`src/rtl/core/haa_pkg.sv`:
```
// Shared constants, codes and the byte-wise CRC-16 function for the address assigner.
`default_nettype none

package haa_pkg;

   // Identifier length in bytes (1 to 15, counter is 4 bits wide)
   localparam int ID_BYTES = 8;
   localparam int CNT_W    = 4;
   localparam int ADDR_W   = 16;

   localparam logic [ADDR_W-1:0] CRC_POLY       = 16'h1021;
   localparam logic [ADDR_W-1:0] CRC_MSB        = 16'h8000;
   localparam logic [ADDR_W-1:0] LIMIT_RESET    = 16'd256;

   // Input operation codes
   localparam logic OP_ID_BYTE = 1'b0;
   localparam logic OP_PROBE   = 1'b1;

   // Result kind codes
   localparam logic KIND_PROBE    = 1'b0;
   localparam logic KIND_ASSIGNED = 1'b1;

   // One identifier byte into the CRC-16, MSB first, eight shift steps
   function automatic logic [ADDR_W-1:0] crc_byte(input logic [ADDR_W-1:0] acc,
                                                  input logic [7:0] b);
      logic [ADDR_W-1:0] c;
      c = acc ^ {b, 8'h00};
      for (int k = 0; k < 8; k++) begin
         if ((c & CRC_MSB) != '0) begin
            c = {c[ADDR_W-2:0], 1'b0} ^ CRC_POLY;
         end else begin
            c = {c[ADDR_W-2:0], 1'b0};
         end
      end
      return c;
   endfunction

endpackage

`default_nettype wire

```
`src/rtl/core/hashed_address_assigner.sv`:
```
// Top level: CRC-16 short address derivation with probe-driven collision stepping.
`default_nettype none

// Channel   Direction  Handshake            Payload
// req       in         req_valid/req_ready  req_op, req_id_byte, req_probe_acked
// rsp       out        rsp_valid/rsp_ready  rsp_kind, rsp_address
// csr       in         csr_valid/csr_ready  csr_reserved_limit
//
// An item is taken into the input register, processed by the CRC and candidate
// logic and, if it causes a result, lands in the output register. Sustained rate
// is one item per cycle while the output register is not stalled by rsp.
// The output register parts the two sides: a stalled rsp only blocks items that
// produce a result. Reset is synchronous and clears control state and the limit
// to 256. The csr port is always ready.

module hashed_address_assigner #(
   parameter int ID_BYTES = haa_pkg::ID_BYTES
) (
   input  wire logic        clock,
   input  wire logic        reset,
   input  wire logic        req_valid,
   output logic             req_ready,
   input  wire logic        req_op,
   input  wire logic [7:0]  req_id_byte,
   input  wire logic        req_probe_acked,
   output logic             rsp_valid,
   input  wire logic        rsp_ready,
   output logic             rsp_kind,
   output logic [15:0]      rsp_address,
   input  wire logic        csr_valid,
   output logic             csr_ready,
   input  wire logic [15:0] csr_reserved_limit
);

   localparam int AW = haa_pkg::ADDR_W;
   localparam int CW = haa_pkg::CNT_W;

   // Configuration register
   logic [AW-1:0] limit_ff;

   // Input register
   logic          in_vld_ff, in_vld_in;
   logic          in_op_ff;
   logic [7:0]    in_byte_ff;
   logic          in_ack_ff;

   // Assignment state
   logic [AW-1:0] crc_ff, crc_in;
   logic [CW-1:0] cnt_ff, cnt_in;
   logic [7:0]    last_ff, last_in;
   logic [AW-1:0] cand_ff, cand_in;
   logic          await_ff, await_in;

   // Output register
   logic          out_vld_ff, out_vld_in;
   logic          out_kind_ff, out_kind_in;
   logic [AW-1:0] out_addr_ff, out_addr_in;

   logic          has_result;
   logic          advance;
   logic [AW-1:0] crc_next;
   logic [CW-1:0] cnt_next;

   assign csr_ready = 1'b1;

   // Processing of the item held in the input register
   always_comb begin
      crc_next    = haa_pkg::crc_byte(crc_ff, in_byte_ff);
      cnt_next    = cnt_ff + CW'(1);
      crc_in      = crc_ff;
      cnt_in      = cnt_ff;
      last_in     = last_ff;
      cand_in     = cand_ff;
      await_in    = await_ff;
      has_result  = 1'b0;
      out_kind_in = haa_pkg::KIND_PROBE;
      out_addr_in = cand_ff;
      if (in_op_ff == haa_pkg::OP_ID_BYTE) begin
         if (!await_ff) begin
            last_in = in_byte_ff;
            if (cnt_next == CW'(ID_BYTES)) begin
               // last byte: a hash below the limit is raised by the limit, mod 2^16
               if (crc_next < limit_ff) begin
                  cand_in = crc_next + limit_ff;
               end else begin
                  cand_in = crc_next;
               end
               crc_in      = '0;
               cnt_in      = '0;
               await_in    = 1'b1;
               has_result  = 1'b1;
               out_addr_in = cand_in;
            end else begin
               crc_in = crc_next;
               cnt_in = cnt_next;
            end
         end
      end else begin
         if (await_ff) begin
            has_result = 1'b1;
            if (in_ack_ff) begin
               // address taken: step by one plus the last identifier byte
               cand_in     = cand_ff + AW'(1) + AW'(last_ff);
               out_addr_in = cand_in;
            end else begin
               await_in    = 1'b0;
               crc_in      = '0;
               cnt_in      = '0;
               out_kind_in = haa_pkg::KIND_ASSIGNED;
            end
         end
      end
   end

   // Flow control between input and output registers
   assign advance    = in_vld_ff && (!has_result || !out_vld_ff || rsp_ready);
   assign req_ready  = !in_vld_ff || advance;
   assign in_vld_in  = req_valid && req_ready ? 1'b1 : (advance ? 1'b0 : in_vld_ff);
   assign out_vld_in = (advance && has_result) ? 1'b1 : (rsp_ready ? 1'b0 : out_vld_ff);

   // Control registers
   always_ff @(posedge clock) begin
      if (reset) begin
         limit_ff   <= haa_pkg::LIMIT_RESET;
         in_vld_ff  <= 1'b0;
         out_vld_ff <= 1'b0;
         crc_ff     <= '0;
         cnt_ff     <= '0;
         last_ff    <= '0;
         cand_ff    <= '0;
         await_ff   <= 1'b0;
      end else begin
         if (csr_valid && csr_ready) begin
            limit_ff <= csr_reserved_limit;
         end
         in_vld_ff  <= in_vld_in;
         out_vld_ff <= out_vld_in;
         if (advance) begin
            crc_ff   <= crc_in;
            cnt_ff   <= cnt_in;
            last_ff  <= last_in;
            cand_ff  <= cand_in;
            await_ff <= await_in;
         end
      end
   end

   // Payload registers
   always_ff @(posedge clock) begin
      if (req_valid && req_ready) begin
         in_op_ff   <= req_op;
         in_byte_ff <= req_id_byte;
         in_ack_ff  <= req_probe_acked;
      end
      if (advance && has_result) begin
         out_kind_ff <= out_kind_in;
         out_addr_ff <= out_addr_in;
      end
   end

   assign rsp_valid   = out_vld_ff;
   assign rsp_kind    = out_kind_ff;
   assign rsp_address = out_addr_ff;

   // Byte count never reaches the identifier length
   a_cnt_range: assert property (@(posedge clock) disable iff (reset)
      cnt_ff < CW'(ID_BYTES))
      else $error("byte count reached identifier length");

   // While waiting for a probe the CRC and count are cleared
   a_await_clear: assert property (@(posedge clock) disable iff (reset)
      await_ff |-> (crc_ff == '0) && (cnt_ff == '0))
      else $error("CRC state not cleared while awaiting probe");

   // A pending result is never overwritten
   a_no_overwrite: assert property (@(posedge clock) disable iff (reset)
      (out_vld_ff && !rsp_ready) |-> !(advance && has_result))
      else $error("pending result overwritten");

   // Entering the probe phase always comes with a probe result
   a_await_rise: assert property (@(posedge clock) disable iff (reset)
      (advance && !await_ff && await_in) |=>
         (out_vld_ff && (out_kind_ff == haa_pkg::KIND_PROBE) && (out_addr_ff == cand_ff)))
      else $error("probe phase entered without candidate result");

   // An assignment result ends the probe phase
   a_assign_end: assert property (@(posedge clock) disable iff (reset)
      (advance && has_result && (out_kind_in == haa_pkg::KIND_ASSIGNED)) |=> !await_ff)
      else $error("probe phase kept after assignment");

endmodule

`default_nettype wire

```
`config.mk`:
```
export PLATFORM = sky130hd
export DESIGN_NAME = hashed_address_assigner
export DESIGN_NICKNAME = d
export VERILOG_FILES = /design/src/rtl/core/haa_pkg.sv /design/src/rtl/core/hashed_address_assigner.sv
export SDC_FILE = /design/constraint.sdc
export NUM_CORES = 1
export LEC_CHECK = 0
export BUFFER_PORTS_ARGS = -buffer_cell sky130_fd_sc_hd__buf_2
export CAP_MARGIN = 20
export CORE_MARGIN = 2
export CORE_UTILIZATION = 62
export DETAILED_ROUTE_END_ITERATION = 10
export GPL_TIMING_DRIVEN = 0
export PLACE_DENSITY = 0.9
export SLEW_MARGIN = 20
export SYNTH_ARGS = -nofsm -noshare
export SYNTH_HDL_FRONTEND = slang
export SYNTH_SLANG_ARGS = --single-unit
```
`constraint.sdc`:
```
create_clock -name clock -period 7.5 [get_ports clock]
set_clock_uncertainty 0.05 [all_clocks]
set_input_delay 0.375 -clock clock [delete_from_list [all_inputs] [get_ports clock]]
set_output_delay 0.375 -clock clock [all_outputs]
set_load 0.02 [all_outputs]
```
* After elaboration in Yosys (flattened, before gate mapping)
Index checks and enable logic that the tools add are counted.
** Cells by class
- Bitwise logic cells :: 11
- Order comparisons :: 1
- Add/subtract/negate cells :: 4
- Reduce and logical (&&, ||, !) cells :: 14
- Eq/ne operators :: 4
- Multiplexer cells :: 37
** Operator list (count)
- $mux 16 :: 11
- $mux 13 :: 8
- $not 3->3 :: 8
- $mux 4 :: 5
- $add 16x1->16 const B :: 1
- $add 16x16->16 :: 1
- $add 16x8->16 :: 1
- $lt 16x16->1 :: 1
- $xor 16x16->16 :: 1
- $mux 1 :: 13
- $add 4x1->4 const B :: 1
- $eq 4x4->1 const B :: 1
- $ne 2x2->1 const B :: 2
- $reduce_and 4->1 :: 1
- $reduce_bool 2->1 :: 2
- $logic_and 1x1->1 :: 3
- $logic_not 1->1 :: 3
- $logic_or 1x1->1 :: 3
- $reduce_and 3->1 :: 1
- $ne 2x1->1 const B :: 1
- $not 1->1 :: 2
- $reduce_and 2->1 :: 1
** Storage, ports and cells
- Word-level logic and storage cells :: 84
- Input port bits :: 31
- Flip-flop bits (word level) :: 90
- Output and inout port bits :: 20

* Longest topological paths before layout
Gate-level depths: netlist of run 1.
- Word-level depth :: 22
- Depth in mapped cells :: 15
- Gate-level depth less buffers :: 14

* Worst setup path after synthesis of run 1
Ideal clock, no wire load.
- Kind :: register -> register
- Start point :: register in_byte_ff[5]
- End point :: register out_addr_ff[15] (netlist: rsp_address[15]), data pin
- Path slack :: 4.075 ns
- Stages on the path, launching flop included :: 11
- Library setup time :: 0.254 ns
- Required time :: 7.196 ns
- Path buffers :: 0
- Data arrival time :: 3.121 ns
- Clock period less this slack :: 3.425 ns
- Path through :: edfxtp_1 xnor2_1 xnor2_1 xnor2_1 inv_1 ha_1 o31ai_1 o311ai_4 mux2_4 o31a_1 o21a_1
** Between the ends
- Longest elaborated chain between the ends :: 13
- Elaborated cells between the ends (all ways) :: 14
- Those cells by class :: 1 x add/sub; 1 x order compare; 10 x mux; 2 x bitwise
** Ends and longest elaborated chain
- start, declared :: RTL line hashed_address_assigner.sv:44 : logic [7:0] in_byte_ff;
- start signal, assigned :: RTL line hashed_address_assigner.sv:152 : in_byte_ff <= req_id_byte;
- $xor 16x16->16 * :: RTL line haa_pkg.sv:27 : c = acc ^ {b, 8'h00};
- $mux 13 * :: RTL line haa_pkg.sv:29 : if ((c & CRC_MSB) != '0) begin
- $mux 13 (3 in a row) :: RTL line haa_pkg.sv:29
- $mux 13 * :: RTL line haa_pkg.sv:29
- $not 3->3 (no line)
- $mux 13 :: RTL line haa_pkg.sv:29
- $add 16x16->16 / $lt 16x16->1 (equally long branches) :: RTL line hashed_address_assigner.sv:84, hashed_address_assigner.sv:83
- $mux 16 * :: RTL line hashed_address_assigner.sv:83 : if (crc_next < limit_ff) begin
- $mux 16 *
- $mux 16 * :: RTL line hashed_address_assigner.sv:79 : if (!await_ff) begin
- $mux 16 *
- net cand_in[15] :: RTL line hashed_address_assigner.sv:51 : logic [AW-1:0] cand_ff, cand_in;
- end signal, assigned :: RTL line hashed_address_assigner.sv:157 : out_addr_ff <= out_addr_in;
- end, declared :: RTL line hashed_address_assigner.sv:57 : logic [AW-1:0] out_addr_ff, out_addr_in;
The timed path passes the listed nets; every way through them passes the cells marked *.
A chain may end at the register's enable or synchronous reset.

* Worst setup path after layout of run 1
- Start point :: register in_byte_ff[5]
- End point :: register out_addr_ff[10] (netlist: rsp_address[10]), data pin
Same word-level chain as after synthesis.

==> impl_results.md, run 1 <==
- Synth cell types: 66
- EDFF count, synth: 27
- Crit Path Class: flip-flop to flip-flop
- Starting Density: 0.6418
- Dpl cells: 807
- CP Data Required Time: 7.69 ns
- Final period utilization: 0.6000
- Synth top area share: 0.2242
- Global-route wire length before repair: 23200 µm
- Min Tclk post-route: 4.500 ns
- First-pass DRT Iterations: 9
- PostCTS Resize Cnt: 0
- Async set or reset register ratio after synthesis: 0
- RD Place Congestion: 0.9307
- Seq/Total Area, Yosys: 0.3684
- Fmax: 0.2222 GHz
- R2r setup slk: 3.00 ns
- Min-Delay Path Depth: 1
- Die ar.: 9849 µm²
- Hold_sp: req_id_byte[0]
- Post-synthesis cell count: ~650
- Cts-stage hold buffer count: 0
- Core area: 8763 µm²
- Status: complete, no violations
- Initial DRC count: between 400 and 500
- Hold Path End: in_byte_ff[0]
- RSZ-0062 raised after global routing: no
- GRT Total Usage: 0.2979
- ANT cells: 0
- RR Startpoint: in_byte_ff[5]
- WL per Instance: 17.46 µm
- Via density: 6.215
- Vias in the first global route: 4922
- Top-count cell post-synth: nor2_1
- Reg clk slew, reported paths: 0.11 ns
- CP endpoint kind: flip-flop
- Setup tns final: 0 ns
- Share of cells above drive strength 1: 0.1203
- IO buf count: 47
- Max-Cap Viols: 0
- Initial antenna violation count: 0
- Ys Warns: 0
- Mean Syn Cell Area: 8.639 µm²
- DRC: 0
- Die H: 99.24 µm
- Commonest cells in the netlist: nor2_1 (93), dfxtp_1 (63), a21oi_1 (59)
- Cts bufs inserted: 9
- Synth Flop Type: dfxtp_1
- Final Hold Vio Count: 0
- Synth top area cells: dfxtp_1 (22%), edfxtp_1 (14%), ha_1 (8.9%), nor2_1 (6.2%), mux2i_1 (5.5%)
- Post-Layout Cell Count: 823
- Slew Limit Fails: 0
- Nets: 783
- Power Density: ~210 nW/µm²
- Cell count of the worst reg-to-reg path: 14
- Worst EP arrival: between 4 and 5 ns
- H-tree depth: 3
- Final setup viols: 0
- Startpoint types: flip-flop
- Largest net degree at the start of global routing: 18
- Fillers: ~670
- CTS tree: built
- Die X: 99.24 µm
- Total congestion overflow: 0
- Leading area contributor after synthesis: dfxtp_1
- Root Buffer: clkbuf_8
- R2r endpoint: rsp_address[10]
- Std cell rows: 34
- Drt total wl: 14370 µm
- Vias: 5115
- Area Overhead vs Synth: 10.52%
- Yosys reg bits: 90
- VDD IR-drop max: 0.0001444 V
- P_leak: approximately 0.0026 µW
- Post-CTS Setup Bufs: 0
- HPWL Detailed: 10850 µm
- Worst slew pin tran: 0.9501 ns
- Maximum clock path buffer count: 2
- Min-delay worst type: input port to flip-flop
- Slew HR: 0.3636
- CTS Sinks: 90
- Syn Std Cell Area: about 5600 µm²
- ANT nets after route: 0
- Design Power: 1303 µW
- Post-Syn Nets: 724
- Worst-path fanout max: 10
- I/O Pins: 51
- Clk Latency, worst-skew pair: 0.39 ns
[registers in the layout, indices dropped and copies added (netlist names)]
| signal | cells |
|---|---|
| in_op_ff | 1 |
| crc_ff | 16 |
| last_ff | 8 |
| in_ack_ff | 1 |
| cand_ff | 16 |
| await_ff | 1 |
| limit_ff | 16 |
| in_byte_ff | 8 |
| in_vld_ff | 1 |
| rsp_valid | 1 |
| rsp_kind | 1 |
| cnt_ff | 4 |
| rsp_address | 16 |
[worst max-delay path by stage]
stage             startpoint               to  slack, ns  cells after the start
5_1_grt        in_byte_ff[5]  rsp_address[10]       2.65                     14
2_1_floorplan  in_byte_ff[5]  rsp_address[15]       4.07                     10
3_5_place_dp   in_byte_ff[5]       cand_ff[1]       3.13                     13
3_3_place_gp   in_byte_ff[5]       cand_ff[1]       3.25                     13
6_report       in_byte_ff[5]  rsp_address[10]       3.00                     14
4_1_cts        in_byte_ff[5]       cand_ff[1]       3.10                     13
[cell type report]
type                       instances  area [µm²]  share of cell area
multi-input combinational        488        3271              0.5262
sequential                        90        2072              0.3333
timing repair buffer              48       246.5             0.03965
inverter                          47       176.4             0.02838
tap                              108       135.1             0.02174
clock buffer                       9       123.9             0.01993
buffer                            26       108.9             0.01751
clock inverter                     7       82.58             0.01329
[stage by stage]
step	area (µm²)	utilization	setup WS [ns]	hold slack, ns
after global routing	6216	0.7093	2.653	0.1008
after detailed placement	6010	0.6858	3.130	0.4161
after global placement	5995	0.6840	3.250	0.4003
after floorplan	5624	-	4.075	0.3905
after CTS	6216	0.7093	3.103	0.1046
final	6216	0.7093	3.000	0.1069
[critical path, cell delays in order (launching register included)]
cell and delay, ns:
edfxtp_1 0.44, xnor2_1 0.22, xnor2_1 0.56, xor2_1 0.53, inv_1 0.15, ha_1 0.45
nand2_1 0.09, nor2_1 0.17, o211ai_1 0.12, o21ai_1 0.47, clkbuf_1 0.45, nand2_1 0.11
o211ai_1 0.16, o21ai_0 0.18, a31oi_1 0.19
[metal layers]
layer / global-route usage / vias to the layer above / wire (µm)
li1: - / 2408 / -
met1: 0.3719 / 2399 / 5811
met2: 0.4917 / 267 / 6663
met3: 0.07027 / 41 / 1311
met4: 0.1338 / 0 / 584
met5: 0 / - / 0
[placed cells by master (no fill, tap or decap), types with 6 or more instances in the layout]
cell and n:
o211ai_1 8, inv_1 46, nor3_1 27, o21ai_0 19, o31ai_1 7, nand2_1 43
mux2i_1 31, edfxtp_1 27, buf_2 53, dfxtp_1 63, nand3_1 12, clkbuf_8 9
nor2b_1 7, xor2_1 8, a21oi_1 58, o21a_1 9, nor2_1 93, o21ai_1 6
xnor2_1 32, clkbuf_1 15, ha_1 40, a211oi_1 10
[where the power goes]
group	leakage, µW	internal, µW	switching (µW)
combinational	0.00177	158	255
clock	0.0000984	159	199
sequential	0.000746	517	15.5
[cells by family (layout without fill, tap and decap cells)]
family | Yosys count | after routing | share of synthesized area
multiplexers | 32 | 32 | 0.05784
AO/OA/AOI/OAI | 158 | 158 | 0.1853
XOR/XNOR | 42 | 42 | 0.07008
AND/OR/NAND/NOR | 213 | 213 | 0.1709
adder cells (fa/ha/maj) | 42 | 42 | 0.09611
flip-flops | 90 | 90 | 0.3684
buffers and inverters | 73 | 137 | 0.05072
other | 1 | 1 | 0.0006668
Note: power is estimated with default switching activity, not from simulation.
==> run 2, diff against run 1 <==
--- a/config.mk
+++ b/config.mk
@@ -5,13 +5,14 @@
 export SDC_FILE = /design/constraint.sdc
 export NUM_CORES = 1
 export LEC_CHECK = 0
+export ABC_AREA = 1
 export BUFFER_PORTS_ARGS = -buffer_cell sky130_fd_sc_hd__buf_2
 export CAP_MARGIN = 20
 export CORE_MARGIN = 2
-export CORE_UTILIZATION = 62
+export CORE_UTILIZATION = 61
 export DETAILED_ROUTE_END_ITERATION = 10
 export GPL_TIMING_DRIVEN = 0
-export PLACE_DENSITY = 0.9
+export PLACE_DENSITY = 0.88
 export SLEW_MARGIN = 20
 export SYNTH_ARGS = -nofsm -noshare
 export SYNTH_HDL_FRONTEND = slang
==> constraint.sdc (replaced) <==
create_clock -name clock -period 4.2 [get_ports clock]
set_clock_uncertainty 0.05 [all_clocks]
set_input_delay 0.21 -clock clock [delete_from_list [all_inputs] [get_ports clock]]
set_output_delay 0.21 -clock clock [all_outputs]
set_load 0.02 [all_outputs]
==> run 2 against run 1 <==
  * Synthesized cell count rose by 21%
  * Via count rose by 7.4%
  * Power rose by 67%
  * Die area rose by 7.7%
  * Area after synthesis rose by 6.3%
  * Non-clock buffer count rose by 14
  * Clock-buffer cell count did not move
==> impl_results.md, run 2 <==
- Status: complete, no violations
- CP Data Required Time: 4.30 ns (-3.39 ns)
- Clk Latency, worst-skew pair: 0.39 ns (about the same)
- I/O Pins: 51 (unchanged)
- Die H: 103.0 µm (+3.8%)
- Worst-path fanout max: 10 (unchanged)
- Slew Limit Fails: 0 (unchanged)
- Max-Cap Viols: 0 (unchanged)
- RD Place Congestion: 0.9585 (+3.0%)
- Fin util: 0.6929 (-0.01642)
- Switching share of power: 0.3643 (+0.004250)
- Net Switching: 794.3 µW (+69%)
- HPWL Detailed: 11200 µm (+3.2%)
- Int Pwr: 1386 µW (+66%)
- Maximum clock path buffer count: 2 (unchanged)
- CTS tree: built
- Initial antenna violation count: 0 (unchanged)
- Reg clk slew, reported paths: 0.10 ns (about the same)
- Slew HR: 0.5289 (+0.1653)
- ANT nets after route: 0 (unchanged)
- H-tree depth: 3 (unchanged)
- Clock power frac: 0.253 (-0.022)
- ANT cells: 0 (unchanged)
- Synth Flop Type: dfxtp_1
- Reg power frac: 0.442 (+0.033)
- Global-route wire length before repair: 24250 µm (+4.6%)
- Die ar.: 10610 µm² (+7.7%)
- Worst EP arrival: 3.97 ns (-0.72 ns)
- Share of cells above drive strength 1: 0.1382 (+0.01793)
- Yosys reg bits: 90 (unchanged)
- Vias in the first global route: 5164 (+4.9%)
- Total congestion overflow: 0 (unchanged)
- Nets: 929 (+19%)
- RSZ-0062 raised after global routing: no
- Startpoint types: flip-flop
- Setup tns final: 0 ns (unchanged)
- Top-count cell post-synth: nand2_1
- Async set or reset register ratio after synthesis: 0 (unchanged)
- Crit Path Class: flip-flop to flip-flop
- Power Density: 326.4 nW/µm² (+56%)
- Syn Std Cell Area: 5977 µm² (+6.3%)
- Synth top area cells: dfxtp_1 (21%), edfxtp_1 (14%), nand2_1 (9.5%), a21oi_1 (9.0%), ha_1 (8.4%)
- Area Overhead vs Synth: 11.74%
- WL per Instance: 15.21 µm (-13%)
- Ys Warns: 0 (unchanged)
- Fmax: 0.2583 GHz (+16%)
- Mean Syn Cell Area: 7.614 µm² (-12%)
- Vias: 5495 (+7.4%)
- Comb pwr share: 0.305 (-0.012)
- Worst Setup SP: in_byte_ff[5]
- EDFF count, synth: 27 (unchanged)
- Commonest cells in the netlist: nand2_1 (152), inv_1 (111), a21oi_1 (107)
- Post-synthesis cell count: 785 (+21%)
- Commonest non-fill, non-tap cell in the layout: nand2_1
- IO buf count: 48 (+2.1%)
- Drt total wl: 15120 µm (+5.2%)
- CP endpoint kind: flip-flop
- Synth top area share: 0.2110 (-0.01324)
- Initial DRC count: 380 (-7.8%)
- Final setup viols: 0 (unchanged)
- Die X: 103.0 µm (+3.8%)
- Commonest non-fill, non-tap cells in the layout: nand2_1 (152), inv_1 (111), a21oi_1 (107), dfxtp_1 (63), buf_2 (54)
- Seq/Total Area, Yosys: 0.3467 (-0.02175)
- Fillers: 841 (+25%)
- Root Buffer: clkbuf_8
- VDD IR-drop max: 0.0003151 V (+120%)
- First-pass DRT Iterations: 7 (-2)
- RR Startpoint: in_byte_ff[5]
- Worst slew pin tran: 0.7066 ns (-0.2435 ns)
- P_leak: 0.003045 µW (+17%)
- Largest net degree at the start of global routing: 19 (+1)
- CTS Sinks: 90 (unchanged)
- Hold_sp: csr_valid
- Std cell rows: 36 (+5.9%)
- Leading area contributor after synthesis: dfxtp_1
- Min Tclk post-route: 3.872 ns (-0.6278 ns)
- Final period utilization: 0.9219 (+0.3219)
- Final Hold Vio Count: 0 (unchanged)
- DRC: 0 (unchanged)
- Min-delay worst type: input port to flip-flop
- Post-Syn Nets: 858 (+19%)
- GRT Total Usage: 0.3024 (+0.004473)
- Core area: 9639 µm² (+10%)
- Starting Density: 0.6201 (-0.02171)
- Via density: 5.528 (-11%)
- Cts bufs inserted: 9 (unchanged)
- Synth cell types: 51 (-23%)
## run 2: cell count changes after synthesis, moves of 19 or more
cell	delta
nand2_1	+109
inv_1	+65
nor2_1	-55
a21oi_1	+48
nand3_1	+34
mux2i_1	-31
o21ai_0	+31
xnor2_1	-24
nor3_1	-19
## run 2: path summary, 6_finish.rpt
check	to	slack (ns)	cells after the start
setup / recovery	rsp_address[2]	0.33	19
hold / removal	limit_ff[8]	0.02	2
setup reg to reg	rsp_address[2]	0.33	19
hold reg to reg	cnt_ff[3]	0.43	2
## run 2: cells by family after synthesis
logic type                 share of synthesized area
buffers and inverters                         0.1032
DFF                                           0.3467
AOI/OAI and AO/OA                             0.1909
xor gates and xnor gates                     0.05799
other                                      0.0006274
adders and majority gates                    0.09043
and+or+nand+nor                               0.2102
## run 2: power by group through the flow
stage	logic (µW)	clock network [µW]	registers (µW)
6_report	665	552	963
3_3_place_gp	628	0	981
4_1_cts	651	557	962
3_5_place_dp	637	0	982
2_1_floorplan	489	0	973
5_1_grt	744	590	967
## run 2: through the flow
stage / area [µm²] / std cells / total power (µW) / worst slack [ns] / hold slack (ns)
3_5_place_dp: 6384 / 966 / 1619 / 0.3821 / 0.3381
6_report: 6679 / 994 / 2180 / 0.3279 / 0.01663
4_1_cts: 6679 / 994 / 2170 / 0.3553 / 0.002376
5_1_grt: 6679 / 994 / 2301 / 0.04498 / 0.008900
3_3_place_gp: 6384 / 966 / 1609 / 0.5116 / 0.3364
2_1_floorplan: 5977 / 785 / 1461 / 1.057 / 0.2589
## run 2: what timing repair did
action,CTS,global route
gates resized for setup,0,0
hold buffers,12,0
hold endpoints to repair,12,0
buffers inserted,0,0
## run 2: area by class of cell
class	instances	area, µm²	area share
multi-input combinational	551	3288	0.4923
sequential	90	2072	0.3102
inverter	116	440.4	0.06594
timing repair buffer	60	360.3	0.05395
buffer	28	176.4	0.02641
tap	133	166.4	0.02492
clock buffer	9	123.9	0.01855
clock inverter	7	51.30	0.007681
## run 2: layer usage
layer	vias up	GRT usage	wire length, µm
met2	192	0.4980	6928
met5	-	0	0
met4	0	0.1498	642
li1	2750	-	-
met1	2513	0.3717	6471
met3	40	0.07119	1081
## run 2: worst max-delay path: stages (launching register included)
cell	delay, ns
edfxtp_1	0.48
xnor2_1	0.42
or2_0	0.16
and2_1	0.11
buf_2	0.19
xor2_1	0.23
inv_1	0.17
ha_1	0.46
inv_2	0.07
nor3_2	0.19
inv_1	0.07
nor4_2	0.13
nand2_1	0.10
nand2_2	0.19
inv_4	0.08
buf_6	0.14
nand2_1	0.06
nand3_1	0.13
o211ai_2	0.11
nand2_1	0.08
